==> config.mk <==
export PLATFORM = sky130hd
export DESIGN_NAME = kri_seq
export DESIGN_NICKNAME = d
export VERILOG_FILES = /design/src/sv/kri_pkg.sv /design/src/sv/kri_seq.sv
export SDC_FILE = /design/constraint.sdc
export NUM_CORES = 1
export LEC_CHECK = 0
export BUFFER_PORTS_ARGS = -buffer_cell sky130_fd_sc_hd__buf_2
export CAP_MARGIN = 10
export CORE_ASPECT_RATIO = 0.9
export CORE_UTILIZATION = 55
export CTS_BUF_LIST = sky130_fd_sc_hd__clkbuf_8
export CTS_CLUSTER_SIZE = 16
export DETAILED_ROUTE_END_ITERATION = 10
export HOLD_SLACK_MARGIN = 0.03
export PLACE_DENSITY_LB_ADDON = 0.05
export SYNTH_ARGS = -nofsm -noshare
export SYNTH_HDL_FRONTEND = slang
export SYNTH_SLANG_ARGS = --single-unit
==> constraint.sdc <==
create_clock -name clk_i -period 6 [get_ports clk_i]
set_input_delay 0.3 -clock clk_i [delete_from_list [all_inputs] [get_ports clk_i]]
set_output_delay 0.3 -clock clk_i [all_outputs]
set_load 0.01 [all_outputs]
==> src/sv/kri_pkg.sv <==
`timescale 1ns / 1ps
// ----------------------------------------------------------------------------
// kri_pkg
// Shared types and constants for the keyframe rate interpolator.
// ----------------------------------------------------------------------------
package kri_pkg;

  localparam int MAX_KEYS   = 256;
  localparam int KEY_IDX_W  = $clog2(MAX_KEYS);
  localparam int KEY_CNT_W  = KEY_IDX_W + 1;
  localparam int FRAME_W    = 24;
  localparam int RATE_W     = 16;
  localparam int ENTRY_W    = FRAME_W + RATE_W;
  localparam int ACC_W      = FRAME_W + RATE_W;
  localparam int STEP_W     = $clog2(RATE_W);
  localparam int PADDR_W    = 3;
  localparam int PDATA_W    = 32;

  localparam logic [RATE_W-1:0] RATE_ONE      = 16'h8000;
  localparam logic [RATE_W-1:0] THRESH_RESET  = 16'd32;

  // register word index (paddr[2])
  localparam logic REG_THRESH = 1'b0;

  typedef enum logic [1:0] {
    REQ_LOAD  = 2'd0,
    REQ_QUERY = 2'd1,
    REQ_CLEAR = 2'd2
  } kri_req_e;

  typedef enum logic [1:0] {
    ACT_NONE  = 2'd0,
    ACT_FULL  = 2'd1,
    ACT_BLEND = 2'd2
  } kri_action_e;

  typedef enum logic [1:0] {
    ST_OK    = 2'd0,
    ST_FULL  = 2'd1,
    ST_EMPTY = 2'd2
  } kri_status_e;

  typedef enum logic [2:0] {
    S_IDLE,
    S_DISPATCH,
    S_LAST_RD,
    S_SCAN,
    S_INTERP,
    S_RESULT
  } kri_state_e;

  typedef enum logic [2:0] {
    I_IDLE,
    I_MUL_A,
    I_MUL_B,
    I_NORM,
    I_DIV,
    I_DONE
  } kri_istate_e;

  typedef struct packed {
    logic              start;
    logic [RATE_W-1:0] rate_prev;
    logic [RATE_W-1:0] rate_cur;
    logic [FRAME_W-1:0] span;    // frame[cur] - frame[prev]
    logic [FRAME_W-1:0] offs;    // q - frame[prev]
  } kri_ireq_t;

  typedef struct packed {
    logic              done;
    logic [RATE_W-1:0] rate;
  } kri_iresp_t;

endpackage

==> src/sv/kri_seq.sv <==
`timescale 1ns / 1ps
// ----------------------------------------------------------------------------
// kri_seq
// Request sequencer: key table append/clear, query scan over the key RAM,
// result register toward the output channel.
// ----------------------------------------------------------------------------
module kri_seq
  import kri_pkg::*;
(
  input  logic                 clk_i,
  input  logic                 rst_ni,
  input  logic                 in_valid_i,
  output logic                 in_ready_o,
  input  logic [1:0]           req_type_i,
  input  logic [FRAME_W-1:0]   key_frame_i,
  input  logic [RATE_W-1:0]    key_rate_i,
  input  logic [FRAME_W-1:0]   query_frame_i,
  output logic                 out_valid_o,
  input  logic                 out_ready_i,
  output logic [RATE_W-1:0]    rate_o,
  output logic [1:0]           face_action_o,
  output logic [1:0]           status_o,
  input  logic [RATE_W-1:0]    thresh_i,
  output logic                 ram_we_o,
  output logic [KEY_IDX_W-1:0] ram_addr_o,
  output logic [ENTRY_W-1:0]   ram_wdata_o,
  input  logic [ENTRY_W-1:0]   ram_rdata_i,
  output kri_ireq_t            ireq_o,
  input  kri_iresp_t           iresp_i
);

  kri_state_e state_q, state_d;

  logic [KEY_CNT_W-1:0] count_q, count_d;
  logic [KEY_IDX_W-1:0] idx_q, idx_d;
  logic                 out_valid_q, out_valid_d;

  logic [1:0]           req_q, req_d;
  logic [FRAME_W-1:0]   kf_q, kf_d, qf_q, qf_d;
  logic [RATE_W-1:0]    kr_q, kr_d;
  logic [FRAME_W-1:0]   pf_q, pf_d;
  logic [RATE_W-1:0]    pr_q, pr_d;
  logic [RATE_W-1:0]    res_rate_q, res_rate_d, out_rate_q, out_rate_d;
  logic [1:0]           res_act_q, res_act_d, out_act_q, out_act_d;
  logic [1:0]           res_stat_q, res_stat_d, out_stat_q, out_stat_d;

  logic [FRAME_W-1:0]   rd_frame;
  logic [RATE_W-1:0]    rd_rate;
  logic [KEY_IDX_W-1:0] last_idx;
  logic                 in_xfer, out_load;

  assign rd_frame = ram_rdata_i[ENTRY_W-1:RATE_W];
  assign rd_rate  = ram_rdata_i[RATE_W-1:0];
  assign last_idx = KEY_IDX_W'(count_q - 1'b1);

  assign in_ready_o = (state_q == S_IDLE);
  assign in_xfer    = in_valid_i && in_ready_o;
  assign out_load   = (state_q == S_RESULT) && (!out_valid_q || out_ready_i);

  function automatic logic [1:0] face_act(input logic [RATE_W-1:0] r,
                                          input logic [RATE_W-1:0] th);
    logic [1:0] a;
    if (r == RATE_ONE) begin
      a = ACT_FULL;
    end else if (r > th) begin
      a = ACT_BLEND;
    end else begin
      a = ACT_NONE;
    end
    return a;
  endfunction

  always_ff @(posedge clk_i or negedge rst_ni) begin
    if (!rst_ni) begin
      state_q     <= S_IDLE;
      count_q     <= '0;
      idx_q       <= '0;
      out_valid_q <= 1'b0;
    end else begin
      state_q     <= state_d;
      count_q     <= count_d;
      idx_q       <= idx_d;
      out_valid_q <= out_valid_d;
    end
  end

  always_ff @(posedge clk_i) begin
    req_q      <= req_d;
    kf_q       <= kf_d;
    kr_q       <= kr_d;
    qf_q       <= qf_d;
    pf_q       <= pf_d;
    pr_q       <= pr_d;
    res_rate_q <= res_rate_d;
    res_act_q  <= res_act_d;
    res_stat_q <= res_stat_d;
    out_rate_q <= out_rate_d;
    out_act_q  <= out_act_d;
    out_stat_q <= out_stat_d;
  end

  always_comb begin
    state_d     = state_q;
    count_d     = count_q;
    idx_d       = idx_q;
    req_d       = req_q;
    kf_d        = kf_q;
    kr_d        = kr_q;
    qf_d        = qf_q;
    pf_d        = pf_q;
    pr_d        = pr_q;
    res_rate_d  = res_rate_q;
    res_act_d   = res_act_q;
    res_stat_d  = res_stat_q;
    ram_we_o    = 1'b0;
    ram_addr_o  = idx_q;
    ram_wdata_o = {kf_q, (kr_q > RATE_ONE) ? RATE_ONE : kr_q};
    ireq_o      = '0;

    case (state_q)
      S_IDLE: begin
        if (in_xfer) begin
          req_d   = req_type_i;
          kf_d    = key_frame_i;
          kr_d    = key_rate_i;
          qf_d    = query_frame_i;
          state_d = S_DISPATCH;
        end
      end
      S_DISPATCH: begin
        res_rate_d = '0;
        res_act_d  = ACT_NONE;
        res_stat_d = ST_OK;
        state_d    = S_RESULT;
        case (req_q)
          REQ_LOAD: begin
            if (count_q == KEY_CNT_W'(MAX_KEYS)) begin
              res_stat_d = ST_FULL;
            end else begin
              ram_we_o   = 1'b1;
              ram_addr_o = count_q[KEY_IDX_W-1:0];
              count_d    = count_q + 1'b1;
            end
          end
          REQ_CLEAR: begin
            count_d = '0;
          end
          REQ_QUERY: begin
            if (count_q == '0) begin
              res_stat_d = ST_EMPTY;
            end else begin
              ram_addr_o = last_idx;
              state_d    = S_LAST_RD;
            end
          end
          default: begin
          end
        endcase
      end
      S_LAST_RD: begin
        // clamp to the last key's frame, then start the scan at key 0
        if (qf_q > rd_frame) begin
          qf_d = rd_frame;
        end
        ram_addr_o = '0;
        idx_d      = '0;
        state_d    = S_SCAN;
      end
      S_SCAN: begin
        if (qf_q <= rd_frame) begin
          if (idx_q == '0) begin
            res_rate_d = rd_rate;
            res_act_d  = face_act(rd_rate, thresh_i);
            res_stat_d = ST_OK;
            state_d    = S_RESULT;
          end else begin
            ireq_o.start     = 1'b1;
            ireq_o.rate_prev = pr_q;
            ireq_o.rate_cur  = rd_rate;
            ireq_o.span      = rd_frame - pf_q;
            ireq_o.offs      = qf_q - pf_q;
            state_d          = S_INTERP;
          end
        end else if (idx_q == last_idx) begin
          // no key at or after q: rate of the last key
          res_rate_d = rd_rate;
          res_act_d  = face_act(rd_rate, thresh_i);
          res_stat_d = ST_OK;
          state_d    = S_RESULT;
        end else begin
          pf_d       = rd_frame;
          pr_d       = rd_rate;
          idx_d      = idx_q + 1'b1;
          ram_addr_o = idx_q + 1'b1;
        end
      end
      S_INTERP: begin
        if (iresp_i.done) begin
          res_rate_d = iresp_i.rate;
          res_act_d  = face_act(iresp_i.rate, thresh_i);
          res_stat_d = ST_OK;
          state_d    = S_RESULT;
        end
      end
      S_RESULT: begin
        if (out_load) begin
          state_d = S_IDLE;
        end
      end
      default: begin
        state_d = S_IDLE;
      end
    endcase
  end

  always_comb begin
    out_rate_d  = out_rate_q;
    out_act_d   = out_act_q;
    out_stat_d  = out_stat_q;
    out_valid_d = out_valid_q;
    if (out_load) begin
      out_rate_d  = res_rate_q;
      out_act_d   = res_act_q;
      out_stat_d  = res_stat_q;
      out_valid_d = 1'b1;
    end else if (out_ready_i) begin
      out_valid_d = 1'b0;
    end
  end

  assign out_valid_o   = out_valid_q;
  assign rate_o        = out_rate_q;
  assign face_action_o = out_act_q;
  assign status_o      = out_stat_q;

endmodule

## Word level (Yosys, flattened, before mapping)

Index checks and enable logic that the tools add are counted.

| storage, ports and cells | value |
|---|---|
| register bits after elaboration | 167 |
| logic and storage cells | 117 |
| input bits | 143 |

| cells by class | value |
|---|---|
| muxes and demuxes | 52 |
| bitwise gates (word level) | 2 |
| add/sub/neg operators | 5 |
| magnitude comparators | 5 |
| equal/unequal tests | 18 |
| reduce and logical (&&, ||, !) cells | 19 |

Operator list:

| kind | count |
|---|---|
| two-way mux 81 bit | 3 |
| two-way mux 16 bit | 5 |
| two-way mux 24 bit | 2 |
| case mux 16 bit (3 select lines) | 1 |
| case mux 24 bit (2 select lines) | 1 |
| subtractor 24 bit | 2 |
| equality test 16 bit (second input constant) | 2 |
| > comparator 16 bit | 2 |
| two-way mux 8 bit | 4 |
| case mux 8 bit (2 select lines) | 2 |
| two-way mux 2 bit | 13 |
| > comparator 24 bit | 1 |
| <= comparator 24 bit | 1 |
| case mux 8 bit (3 select lines) | 1 |
| two-way mux 3 bit | 7 |
| case mux 3 bit (6 select lines) | 1 |
| case mux 9 bit (2 select lines) | 1 |
| > comparator 16 bit (second input constant) | 1 |
| case mux 2 bit (3 select lines) | 2 |
| adder 9 x 1 -> 9 bit (second input constant) | 1 |
| equality test 9 bit (second input constant) | 1 |
| logical NOT 9 bit | 1 |
| two-way mux 9 bit | 1 |
| AND reduction 3 bit | 3 |
| 24 further kinds | 42 |

## Longest topological paths before layout

Gate-level depths: netlist of the first run.

| depth | value |
|---|---|
| word-level depth | 6 |
| gate-level depth with buffers | 12 |
| depth with buffers taken out | 12 |

## Worst setup path before layout of the first run

Ideal clock, no wire load.

| timing | value |
|---|---|
| path type | reg-to-reg |
| start | register count_q[0] |
| end | register res_act_q[0] (enable) |
| slack | 1865 ps |
| clock period less this slack | 4135 ps |
| library setup time | 428 ps |
| required time | 5572 ps |
| data arrival time | 3706 ps |
| cell stages (with the launch flop) | 10 |
| path buffers | 2 |
| cells stage by stage | dfrtp_1 -> buf_6 -> or3_4 -> buf_6 -> or4_1 -> nand4_1 -> nand3_1 -> nor3_2 -> nor2_2 -> o31ai_1 |

| between the ends | value |
|---|---|
| word-level cells in the longest chain between the ends | 4 |

Ends and longest elaborated chain:

| element | RTL line | source |
|---|---|---|
| start: declaration | kri_seq.sv:34 | `logic [KEY_CNT_W-1:0] count_q, count_d;` |
| start signal: assignment | kri_seq.sv:81 | `count_q <= count_d;` |
| subtractor 8 x 1 -> 8 bit | kri_seq.sv:54 | `assign last_idx = KEY_IDX_W'(count_q - 1'b1);` |
| equality test 8 bit | kri_seq.sv:184 | `end else if (idx_q == last_idx) begin` |
| inequality test 3 bit (no source line) | - |  |
| AND reduction 4 bit (no source line) | - |  |
| end signal: assignment | kri_seq.sv:95 | `res_act_q <= res_act_d;` |
| end: declaration | kri_seq.sv:44 | `logic [1:0] res_act_q, res_act_d, out_act_q, out_act_d;` |

No other way between the ends.
A chain may end at the register's enable or synchronous reset.

==> out/summary.txt, run 1 <==
YOSYS
-------------------------------------------------------------------------------------
Combinational family with the most area after synthesis                  simple AND/OR/NAND/NOR gates
Combined area of all synthesized cells                                   0.0111 sq mm
Post-synthesis mux area share                                                 0.00181
Post-Synth Simple-Gate Area                                                     0.171
Post-Synth Adder-Cell Area                                                      0.123
Gate count after technology mapping                                              1117
Number of warnings reported in the yosys synthesis log                              0
Predominant post-synthesis flop cell                                         edfxtp_1
Mean post-synth cell area                                                  9.91 sq um
Post-synthesis xor/xnor area fraction                                          0.0404
Fraction of registers with async set or reset after synthesis                   0.126
Compound-gate portion of the synthesized area                                   0.171
Number of synthesized flops with an enable pin                                    146
Net Count, Synth                                                                 1368
Number of register bits inferred by synthesis                                     167
Part of the Yosys area used for sequential elements                             0.444
Unique cell type count in the Yosys netlist                                        71

GRT
-------------------------------------------------------------------------------------
Pin count of the biggest net entering global routing                               54
Met3 capacity usage during global routing                                      0.0620
Global-route wire length before repair                                   48300 microns
Aggregate global routing overflow                                                   0
M2 GR Usage                                                                     0.495
Global router's overall resource usage                                          0.306
Antenna violations before repair                                                    3
Met1 capacity usage during global routing                                       0.406
Number of global-route vias before repair                                        9514
Most Crowded Layer GR                                                            met2

MIN PATH
-------------------------------------------------------------------------------------
Worst min-delay path category                                            primary input to flip-flop
Min-Delay Startpoint                                                     ram_rdata_i[28]

WORST SETUP PATH
-------------------------------------------------------------------------------------
Critical path data arrival time                                               3.78 ns
Critical Path Start                                                          qf_q[19]
Largest fanout on the critical path                                                46
Critical path endpoint category                                           output port
Beginning of the worst register-to-register path                           count_q[0]
Critical path launch point type                                             flip-flop
Startpoint-to-endpoint class of the critical path                        flip-flop to output port
Required arrival time at the worst endpoint                                   5.70 ns

PLACED DESIGN
-------------------------------------------------------------------------------------
Total of buffers placed on input and output ports                                 294
Routability congestion estimate from global placement                           0.897
Estimated wirelength of the detail-placed design                         23500 microns
Number of placed instances, taps included                                        1625

OUTCOME
-------------------------------------------------------------------------------------
Run status                                                               finished clean

FLOORPLANNING
-------------------------------------------------------------------------------------
Height of the die                                                         137 microns
Core Box Area                                                            0.0195 sq mm
Number of rows in the core area                                                    48
I/O pin cnt                                                                       295
Initial core utilization                                                        0.569
Horizontal die dimension                                                  152 microns
Area of the die                                                          0.0207 sq mm

STA
-------------------------------------------------------------------------------------
Final Hold Viols                                                                    0
Shortest period the worst path allows                                         4.08 ns
Tightest slew margin relative to the limit                                      0.314
Unrepaired setup endpoints after global routing                                 false
Slew of the pin with the lowest slew margin                                   1.03 ns
Fmax                                                                        0.245 GHz
Fin Clk Skew                                                                0.0229 ns
Part of the cycle the worst path needs                                          0.679
Total Neg Setup Slack                                                            0 ns
Setup-failing EPs final                                                             0
Final number of max-transition violations                                           0

PWR
-------------------------------------------------------------------------------------
Worst voltage drop across the vdd grid                                     0.000180 V
Total leakage power                                                           6.30 nW
Total power per unit cell area                                            302 mW/mm^2

FINAL LAYOUT
-------------------------------------------------------------------------------------
Synth-to-layout area growth                                                     22.8%
Filler Cell Count                                                                1583
Layout cells sized above 1                                                      0.244
Top library cells by usage in the layout, fill and taps aside            buf_2 (294), edfxtp_1 (146), ha_1 (106)
Most frequent standard cell in the layout excluding fill and tap cells          buf_2
Final standard cell count with taps included and fillers excluded                1706
Fin nets                                                                         1691

ROUTING
-------------------------------------------------------------------------------------
Number of remaining DRC errors                                                      0
DRT Wirelength                                                           31500 microns
Vias                                                                             9950
Vias per Instance                                                                5.83
Number of DRC violations after detailed-routing iteration 0                       631
Number of iterations in the first detailed-routing pass                             7
Final ANT Viol Nets                                                                 0
Final routed wire length divided by cell count                           18.5 microns

FLOW RUN
-------------------------------------------------------------------------------------
Max-capacitance violation count                                                     0

CLOCK TREE
-------------------------------------------------------------------------------------
CTS tree                                                                        built
Root Buffer Master                                                           clkbuf_8
Clock tree buffer depth                                                             2
Clock latency reported for the late side of the worst-skew pair               0.47 ns
Inserted Clock Buffers                                                             17
CTS sink count                                                                    167
Number of H-tree branching levels                                                   4
Clock-pin transition on the worst setup and hold timing paths                 0.11 ns

-- final cells by class --
type,count,area (sq um),share of cell area
Antenna cell,3,7.51,0.000553
Clock buffer,17,234,0.0172
Clock inverter,15,170,0.0125
Inverter,84,315,0.0232
Multi-Input combinational cell,822,5650,0.416
Sequential cell,167,4910,0.361
Tap cell,250,313,0.0230
Timing Repair Buffer,348,1990,0.147
-- worst max-delay path: stages, from the launching register on --
cell,delay [ns]
edfxtp_1,0.42
ha_1,0.31
and3_1,0.22
a221o_1,0.36
a32oi_1,0.17
nand3_1,0.11
o21ai_2,0.41
a21boi_2,0.37
nand2_1,0.09
buf_4,0.30
a211oi_1,0.34
buf_2,0.20
-- timing repair --
item | 4_1_cts | 5_1_grt
endpoints found under the hold margin | 64 | 2
hold buffers | 44 | 2
buffers inserted | 0 | 0
gates resized for setup | 0 | 0
-- power breakdown --
part,switching [mW],internal [mW]
combinational,0.910,0.587
sequential,0.174,1.59
clock,0.466,0.382
-- per-stage QoR --
stage	hold WS (ns)	power, mW	worst slack [ns]	utilization	cell area, sq um
floorplan	0.00441	2.74	1.87	-	11100
global placement	0.303	3.21	2.36	0.653	12700
detailed placement	0.319	3.24	2.32	0.653	12700
CTS	0.0322	4.10	1.90	0.697	13600
global route	0.0308	4.34	1.61	0.698	13600
finish	0.0530	4.11	1.92	0.698	13600
-- synth_stat cells, drive strengths merged (11+ instances only) --
master,n,share of area
nor3,22,0.011
nand2b,13,0.0073
clkbuf,29,0.0098
a22o,15,0.012
o31ai,11,0.0075
nand4,23,0.013
nor2b,31,0.018
a211oi,17,0.012
xnor2,32,0.025
a21o,28,0.019
dfrtp,21,0.047
o21ai,85,0.039
edfxtp,146,0.40
a21oi,53,0.024
buf,15,0.010
nand2,75,0.025
xor2,19,0.015
o21a,12,0.0081
nand3,22,0.0099
and3,45,0.025
inv,84,0.028
ha,106,0.12
nor2,102,0.035
-- final timing paths --
kind / slack, ns / end / cells after the start
worst min register to register: 0.43 / rate_o[8] / 0
worst max-delay path: 1.92 / ireq_o[3] / 11
worst min-delay path: 0.05 / pf_q[12] / 1
worst max register to register: 2.40 / pr_q[5] / 11
max in group asynchronous: 5.26 / idx_q[6] / 2
min in group asynchronous: 0.35 / count_q[2] / 2
-- kinds of logic (layout without fill, tap and decap cells) --
kind of cell    count (synthesis)  in the layout
simple gates                  374            374
compound gates                287            287
flops                         167            167
buf+inv                       128            464
fa+ha+maj                     108            108
xor+xnor                       51             51
mux                             2              2
other cells                     0              3
-- sequential cells by signal (all words and copies together) (netlist names) --
signal,count
count_q,9
face_action_o,2
idx_q,8
kf_q,24
kr_q,16
out_valid_o,1
pf_q,24
pr_q,16
qf_q,24
rate_o,16
req_q,2
res_act_q,2
res_rate_q,16
res_stat_q,2
state_q,3
status_o,2
-- routing by layer --
metal | up-vias | share of wire
met1 | 4697 | 0.43
met4 | 0 | 0.022
li1 | 4782 | -
met3 | 53 | 0.072
met2 | 418 | 0.48
met5 | - | 0
Note: power is estimated with default switching activity, not from simulation.
==> run 2, diff against run 1 <==
--- a/config.mk
+++ b/config.mk
@@ -8,7 +8,7 @@
 export BUFFER_PORTS_ARGS = -buffer_cell sky130_fd_sc_hd__buf_2
 export CAP_MARGIN = 10
 export CORE_ASPECT_RATIO = 0.9
-export CORE_UTILIZATION = 55
+export CORE_UTILIZATION = 50
 export CTS_BUF_LIST = sky130_fd_sc_hd__clkbuf_8
 export CTS_CLUSTER_SIZE = 16
 export DETAILED_ROUTE_END_ITERATION = 10
==> constraint.sdc (replaced) <==
create_clock -name clk_i -period 3.61 [get_ports clk_i]
set_input_delay 0.1805 -clock clk_i [delete_from_list [all_inputs] [get_ports clk_i]]
set_output_delay 0.1805 -clock clk_i [all_outputs]
set_load 0.01 [all_outputs]
==> run 2 against run 1 <==
Effect of this change: register-to-register slack worse by 1.9 ns; worst setup slack lost 1.8 ns; total power up 72%; utilization fell by 1.7 points; sequential power is 63% higher; flip-flop and latch count is the same; critical path type is now primary input to output port; critical endpoint is now ram_addr_o[4]; largest cell class unchanged; highest routed layer unchanged.
==> out/summary.txt, run 2 (synthesis gave the netlist of run 1 again) <==
ROUTING
-------------------------------------------------------------------------------------
DR WL met2                                                               16200 microns   +8.0%
Number of iterations in the first detailed-routing pass                             5   -2
Vias per Instance                                                                5.56   -4.6%
Met3 Wirelength                                                          2170 microns   -4.5%
Vias                                                                            10200   +2.5%
Final routed wire length divided by cell count                           18.1 microns   -1.9%
Detailed-route wire length on metal 1                                    14000 microns   +3.7%
Highest signal layer in the routed design                                        met4
Final ANT Viol Nets                                                                 0   unchanged
Number of DRC violations after detailed-routing iteration 0                       725   +15%
Number of remaining DRC errors                                                      0   unchanged
DRT Wirelength                                                           33200 microns   +5.5%

PWR
-------------------------------------------------------------------------------------
Total leakage power                                                           6.79 nW   +7.8%
Part of the power in combinational logic                                        0.406   +0.042
Switching pwr                                                                 2.67 mW   +73%
Portion of total power attributed to the clock network                          0.187   -0.019
Total power per unit cell area                                            478 mW/mm^2   +58%
Worst voltage drop across the vdd grid                                     0.000277 V   +54%
Share of power burned in registers                                              0.407   -0.022
Post-route total power                                                        7.06 mW   +72%
Total internal power                                                          4.39 mW   +71%
Switching Share                                                                 0.379   +0.00142

GRT
-------------------------------------------------------------------------------------
Number of global-route vias before repair                                        9706   +2.0%
Antenna violations before repair                                                    0   -3
Pin count of the biggest net entering global routing                               57   +5.6%
Global-route wire length before repair                                   49500 microns   +2.4%
Aggregate global routing overflow                                                   0   unchanged
Global router's overall resource usage                                          0.277   -0.0292

WORST SETUP PATH
-------------------------------------------------------------------------------------
Critical path endpoint category                                           output port
Family of cells with the greatest summed delay on the critical path      simple AND/OR/NAND/NOR gates
Beginning of the worst register-to-register path                             qf_q[13]
Critical Path Most Common Cell                                                  buf_2
Slowest-stage cell, CP                                                   dlygate4sd3_1
Required arrival time at the worst endpoint                                   3.43 ns   -2.27 ns
Critical path data arrival time                                               3.32 ns   -0.46 ns
Startpoint-to-endpoint class of the critical path                        primary input to output port
Critical Path Max Stage Delay                                                 0.53 ns   +0.11 ns
Largest fanout on the critical path                                                 7   -85%
Critical path launch point type                                          primary input
Critical Path Start                                                      ram_rdata_i[31]
CP Buf/Inv Count                                                                    4   +2
Cell chain of the critical path                                          dlygate4sd3_1, buf_2, inv_1, ha_1, and4_1, nand4_1, nor3_2, o31a_1, o21ai_4, or2_4, or3_4, o311ai_2, buf_2

FINAL LAYOUT
-------------------------------------------------------------------------------------
Layout cells sized above 1                                                      0.275   +0.0306
Synth-to-layout area growth                                                     33.6%
Final Instance Area                                                      0.0148 sq mm   +8.8%
Filler Cell Count                                                                1749   +10%
Final standard cell count with taps included and fillers excluded                1833   +7.4%
Registers with the highest flip-flop counts                              kf_q (24), pf_q (24), qf_q (24)
Fin nets                                                                         1780   +5.3%
Combined flip-flop and latch cell area                                   0.00491 sq mm   about the same
Antenna diode count                                                                 0   -3
Top library cells by usage in the layout, fill and taps aside            buf_2 (292), edfxtp_1 (146), ha_1 (104)
Multi-input logic area                                                   0.00590 sq mm   +4.5%
Most frequent standard cell in the layout excluding fill and tap cells          buf_2

STA
-------------------------------------------------------------------------------------
Part of the cycle the worst path needs                                          0.970
Final Hold Viols                                                                    0   unchanged
Fin Clk Skew                                                                0.0231 ns   +0.000218 ns
Worst hold slack                                                            0.0624 ns   +0.00941 ns
PnR worst setup slack                                                        0.108 ns   -1.82 ns
Slew of the pin with the lowest slew margin                                  0.672 ns   -0.355 ns
Tightest slew margin relative to the limit                                      0.546   +0.231
Setup-failing EPs final                                                             0   unchanged
Final number of max-transition violations                                           0   unchanged
Shortest period the worst path allows                                         3.50 ns
Fmax                                                                        0.286 GHz
Unrepaired setup endpoints after global routing                                  true

FLOORPLANNING
-------------------------------------------------------------------------------------
Area of the die                                                          0.0227 sq mm   +9.9%
Initial core utilization                                                        0.510   -0.0587
Core Box Area                                                            0.0217 sq mm   +11%
Horizontal die dimension                                                  159 microns   +4.8%
Number of rows in the core area                                                    51   +6.3%
Height of the die                                                         143 microns   +4.8%
I/O pin cnt                                                                       295   unchanged

CLOCK TREE
-------------------------------------------------------------------------------------
Clock latency reported for the late side of the worst-skew pair               0.46 ns   about the same
Clock-pin transition on the worst setup and hold timing paths                 0.09 ns   -0.02 ns
Inserted Clock Buffers                                                             17   unchanged
Root Buffer Master                                                           clkbuf_8
Clock tree buffer depth                                                             2   unchanged
CTS tree                                                                        built
CTS sink count                                                                    167   unchanged
Number of H-tree branching levels                                                   4   unchanged

PLACED DESIGN
-------------------------------------------------------------------------------------
Estimated wirelength of the detail-placed design                         23500 microns   about the same
Routability congestion estimate from global placement                           0.897   about the same
Setup slack at placement                                                     0.244 ns   -2.08 ns
Number of placed instances, taps included                                        1678   +3.3%
Total of buffers placed on input and output ports                                 294   unchanged
Cell area after placement                                                0.0129 sq mm   +1.2%

OUTCOME
-------------------------------------------------------------------------------------
Run status                                                               finished clean

FLOW RUN
-------------------------------------------------------------------------------------
Max-capacitance violation count                                                     0   unchanged

MIN PATH
-------------------------------------------------------------------------------------
Min-Delay Startpoint                                                     query_frame_i[4]
Worst min-delay path category                                            primary input to flip-flop

[run 2: changes by cell type in the layout (fill, tap and decap cells not counted), sizes merged]
cell         change
nand2            +3
buf             +29
dlygate4sd3     +54
bufinv           -1
inv              +1
clkbuf           +3
diode            -3
[run 2: layout make-up]
cell class                      instances  share of cell area
Clock inverter                         15             0.00940
Clock buffer                           17              0.0158
Timing Repair Buffer                  434               0.197
Inverter                               84              0.0213
Multi-Input combinational cell        825               0.399
Sequential cell                       167               0.332
Tap cell                              291              0.0246
[run 2: power by group through the flow]
| stage | Combinational (mW) | Clock (mW) | Sequential (mW) |
|---|---|---|---|
| 6_report | 2.87 | 1.32 | 2.88 |
| 4_1_cts | 2.68 | 1.36 | 2.87 |
| 5_1_grt | 3.13 | 1.41 | 2.92 |
| 3_5_place_dp | 2.55 | 0 | 2.91 |
| 2_1_floorplan | 1.68 | 0 | 2.88 |
| 3_3_place_gp | 2.51 | 0 | 2.89 |
[run 2: through the flow]
stage | utilization | TNS [ns]
2_1_floorplan | - | 0
3_3_place_gp | 0.593 | 0
3_5_place_dp | 0.593 | 0
4_1_cts | 0.662 | -0.000885
5_1_grt | 0.681 | -0.205
6_report | 0.681 | 0
[run 2: metal layers]
| metal | track usage | vias to the layer above |
|---|---|---|
| li1 | - | 4966 |
| met2 | 0.473 | 398 |
| met4 | 0.0940 | 0 |
| met3 | 0.0523 | 60 |
| met1 | 0.352 | 4771 |
| met5 | 0 | - |
[run 2: tightest hold or removal path, stage by stage]
cell     delay [ns]
buf_2          0.09
nand2_1        0.04
o21ai_0        0.08
[run 2: worst paths after layout]
kind	endpoint	slack (ns)	cells past startpoint
min reg2reg	status_o[1]	0.42	0
max in group asynchronous	count_q[2]	2.95	2
max reg2reg	pf_q[7]	0.48	12
min in group asynchronous	count_q[0]	0.27	2
min	qf_q[4]	0.06	3
max	ram_addr_o[4]	0.11	13
[run 2: repair_timing]
item                       4_1_cts  5_1_grt
gates cloned                     0        7
setup endpoints to repair       76       73
hold buffers                   100        0
buffers inserted                 5       11
gates resized for setup         14       46
pin swaps                        6       18
hold endpoints to repair       120        0
==> run 3, diff against run 2 <==
--- a/config.mk
+++ b/config.mk
@@ -8,7 +8,8 @@
 export BUFFER_PORTS_ARGS = -buffer_cell sky130_fd_sc_hd__buf_2
 export CAP_MARGIN = 10
 export CORE_ASPECT_RATIO = 0.9
-export CORE_UTILIZATION = 50
+export CORE_MARGIN = 1
+export CORE_UTILIZATION = 55
 export CTS_BUF_LIST = sky130_fd_sc_hd__clkbuf_8
 export CTS_CLUSTER_SIZE = 16
 export DETAILED_ROUTE_END_ITERATION = 10
==> constraint.sdc (replaced) <==
create_clock -name clk_i -period 4 [get_ports clk_i]
set_input_delay 0.2 -clock clk_i [delete_from_list [all_inputs] [get_ports clk_i]]
set_output_delay 0.2 -clock clk_i [all_outputs]
set_load 0.01 [all_outputs]
==> run 3 against run 2 <==
Effect of this change: via count shrank 1.1%; critical path depth up 2; total power fell by 13%; die area fell by 9.0%; non-clock buffer count shrank 34; flip-flop and latch count unchanged; worst hold slack lost 0.010 ns; sequential power shrank 9.0%; first-iteration DRC count decreased by 2.2%; clock power fell by 8%; largest power group unchanged.
==> out/summary.txt, run 3 (synthesis gave the netlist of run 1 again) <==
GRT
-------------------------------------------------------------------------------------
Number of global-route vias before repair                                        9533   -1.8%
Pin count of the biggest net entering global routing                               45   -21%
Aggregate global routing overflow                                                   0   unchanged
Antenna violations before repair                                                    2   +2
Global router's overall resource usage                                          0.302   +0.0255
Global-route wire length before repair                                   47800 microns   -3.3%

PLACED DESIGN
-------------------------------------------------------------------------------------
Estimated wirelength of the detail-placed design                         23100 microns   -1.6%
Routability congestion estimate from global placement                           0.968   +7.9%
Cell area after placement                                                0.0128 sq mm   -0.88%
Setup slack at placement                                                     0.600 ns   +0.355 ns
Number of placed instances, taps included                                        1629   -2.9%
Total of buffers placed on input and output ports                                 294   unchanged

STA
-------------------------------------------------------------------------------------
Final number of max-transition violations                                           0   unchanged
Tightest slew margin relative to the limit                                      0.346   -0.200
Unrepaired setup endpoints after global routing                                 false
Slew of the pin with the lowest slew margin                                  0.980 ns   +0.308 ns
Setup-failing EPs final                                                             0   unchanged
Fin Clk Skew                                                                0.0189 ns   -0.00420 ns
Fmax                                                                        0.265 GHz
Shortest period the worst path allows                                         3.77 ns
Total Neg Setup Slack                                                            0 ns   unchanged
PnR worst setup slack                                                        0.233 ns   +0.125 ns
Part of the cycle the worst path needs                                          0.942
Final Hold Viols                                                                    0   unchanged

CLOCK TREE
-------------------------------------------------------------------------------------
Clock tree buffer depth                                                             2   unchanged
Clock-pin transition on the worst setup and hold timing paths                 0.09 ns   about the same
Number of H-tree branching levels                                                   4   unchanged
Inserted Clock Buffers                                                             17   unchanged
CTS sink count                                                                    167   unchanged
Root Buffer Master                                                           clkbuf_8
CTS tree                                                                        built
Clock latency reported for the late side of the worst-skew pair               0.46 ns   about the same

WORST SETUP PATH
-------------------------------------------------------------------------------------
Capture point of the worst reg-to-reg path                                    pf_q[3]
Critical Path Max Stage Delay                                                 0.53 ns   about the same
Critical path endpoint category                                           output port
CP Buf/Inv Count                                                                    5   +1
Family of cells with the greatest summed delay on the critical path      compound AO/OA/AOI/OAI gates
Startpoint-to-endpoint class of the critical path                        primary input to output port
Critical path launch point type                                          primary input
Cell chain of the critical path                                          dlygate4sd3_1, buf_2, inv_1, ha_1, inv_1, fa_1, a211oi_1, o21ai_1, a31oi_2, a31oi_1, a221oi_2, o21ai_0, xnor2_1, nor2_1, buf_2
Required arrival time at the worst endpoint                                   3.80 ns   +0.37 ns
Register-to-Register Setup Slack                                              0.69 ns   +0.21 ns
Critical path data arrival time                                               3.57 ns   +0.25 ns
Worst Reg2Reg Path Length in Cells                                                  9   -3
Slowest-stage cell, CP                                                   dlygate4sd3_1
Beginning of the worst register-to-register path                           count_q[2]
Largest fanout on the critical path                                                 3   -4

PWR
-------------------------------------------------------------------------------------
Total power per unit cell area                                            436 mW/mm^2   -8.8%
Worst voltage drop across the vdd grid                                     0.000263 V   -5.1%
Post-route total power                                                        6.15 mW   -13%
Total leakage power                                                           6.52 nW   -4.0%

FLOW RUN
-------------------------------------------------------------------------------------
Max-capacitance violation count                                                     0   unchanged

FINAL LAYOUT
-------------------------------------------------------------------------------------
Synth-to-layout area growth                                                     27.6%
Final Instance Area                                                      0.0141 sq mm   -4.5%
Registers with the highest flip-flop counts                              kf_q (24), pf_q (24), qf_q (24)
Layout cells sized above 1                                                      0.243   -0.0318
Top library cells by usage in the layout, fill and taps aside            buf_2 (294), edfxtp_1 (146), ha_1 (106)
Fin nets                                                                         1743   -2.1%
Most frequent standard cell in the layout excluding fill and tap cells          buf_2
Final standard cell count with taps included and fillers excluded                1757   -4.1%

MIN PATH
-------------------------------------------------------------------------------------
Worst min-delay path category                                            primary input to flip-flop
Cells on Worst Hold Path                                                            3   unchanged
Endpoint, Worst Hold                                                         qf_q[23]
Min-Delay Startpoint                                                     query_frame_i[23]

FLOORPLANNING
-------------------------------------------------------------------------------------
Number of rows in the core area                                                    48   -5.9%
Area of the die                                                          0.0207 sq mm   -9.0%
Core Box Area                                                            0.0195 sq mm   -10%
I/O pin cnt                                                                       295   unchanged
Initial core utilization                                                        0.569   +0.0587
Height of the die                                                         137 microns   -4.6%
Horizontal die dimension                                                  152 microns   -4.6%

OUTCOME
-------------------------------------------------------------------------------------
Run status                                                               finished clean

ROUTING
-------------------------------------------------------------------------------------
DR WL met2                                                               15300 microns   -5.5%
Number of DRC violations after detailed-routing iteration 0                       709   -2.2%
DRT Wirelength                                                           31900 microns   -4.1%
Number of remaining DRC errors                                                      0   unchanged
Detailed-route wire length on metal 1                                    13000 microns   -7.0%
Vias                                                                            10100   -1.1%
Vias per Instance                                                                5.74   +3.2%
Highest signal layer in the routed design                                        met4
Met3 Wirelength                                                          2610 microns   +21%
Final ANT Viol Nets                                                                 0   unchanged
Final routed wire length divided by cell count                           18.1 microns   about the same
Number of iterations in the first detailed-routing pass                             5   unchanged

==> run 3: cell types whose count changed in the layout (fill, tap and decap cells not counted), sizes merged <==
cell / previous run / this run
buf: 331 / 308
dlygate4sd3: 100 / 92
clkbuf: 20 / 17
nand2: 78 / 75
diode: 0 / 2
clkinv: 5 / 4
inv: 91 / 92
==> run 3: power by group <==
part / internal [mW] / switching, mW
Clock: 0.509 / 0.696
Sequential: 2.38 / 0.243
Combinational: 0.933 / 1.39
==> run 3: how the worst max path moves through the flow <==
stage	cells past startpoint	startpoint	end
3_3_place_gp	14	ram_rdata_i[16]	ireq_o[44]
3_5_place_dp	13	qf_q[0]	ireq_o[20]
5_1_grt	15	ram_rdata_i[16]	ireq_o[46]
4_1_cts	15	ram_rdata_i[16]	ireq_o[44]
6_report	15	ram_rdata_i[16]	ireq_o[46]
2_1_floorplan	9	count_q[0]	res_act_q[0]
==> run 3: repair_timing <==
item                                    in CTS  in global routing
resized for setup                            0                  9
endpoints found under the hold margin      112                  0
buffers inserted                             0                  2
endpoints found under the setup margin       0                 19
hold buffers                                92                  0
==> run 3: cell type report <==
class	count	area [sq um]
inverters	84	315
clock inverters	15	145
repair buffers	400	2510
clock buffers	17	234
well taps	250	313
diodes	2	5.00
fillers	1465	5340
flip-flops and latches	167	4910
multi-input cells	822	5690
==> run 3: worst reg2reg max path: stages (launching register included) <==
cell and delay (ns):
dfrtp_1 0.53, or3_4 0.49, or4_1 0.48, nand4_1 0.11, nand3_1 0.08, nor3_2 0.40, nor2_2 0.10, nand2_1 0.12
clkinv_1 0.38, buf_12 0.35
==> run 3: metrics by stage <==
stage / hold WS [ns] / utilization
floorplan: -0.0956 / -
global placement: 0.203 / 0.656
detailed placement: 0.214 / 0.656
CTS: 0.0301 / 0.722
global route: 0.0408 / 0.726
finish: 0.0523 / 0.726
==> run 3: per-layer routing <==
metal | vias up | global-route usage
met5 | - | 0
met4 | 0 | 0.116
met3 | 69 | 0.0647
met2 | 465 | 0.515
met1 | 4654 | 0.374
li1 | 4897 | -
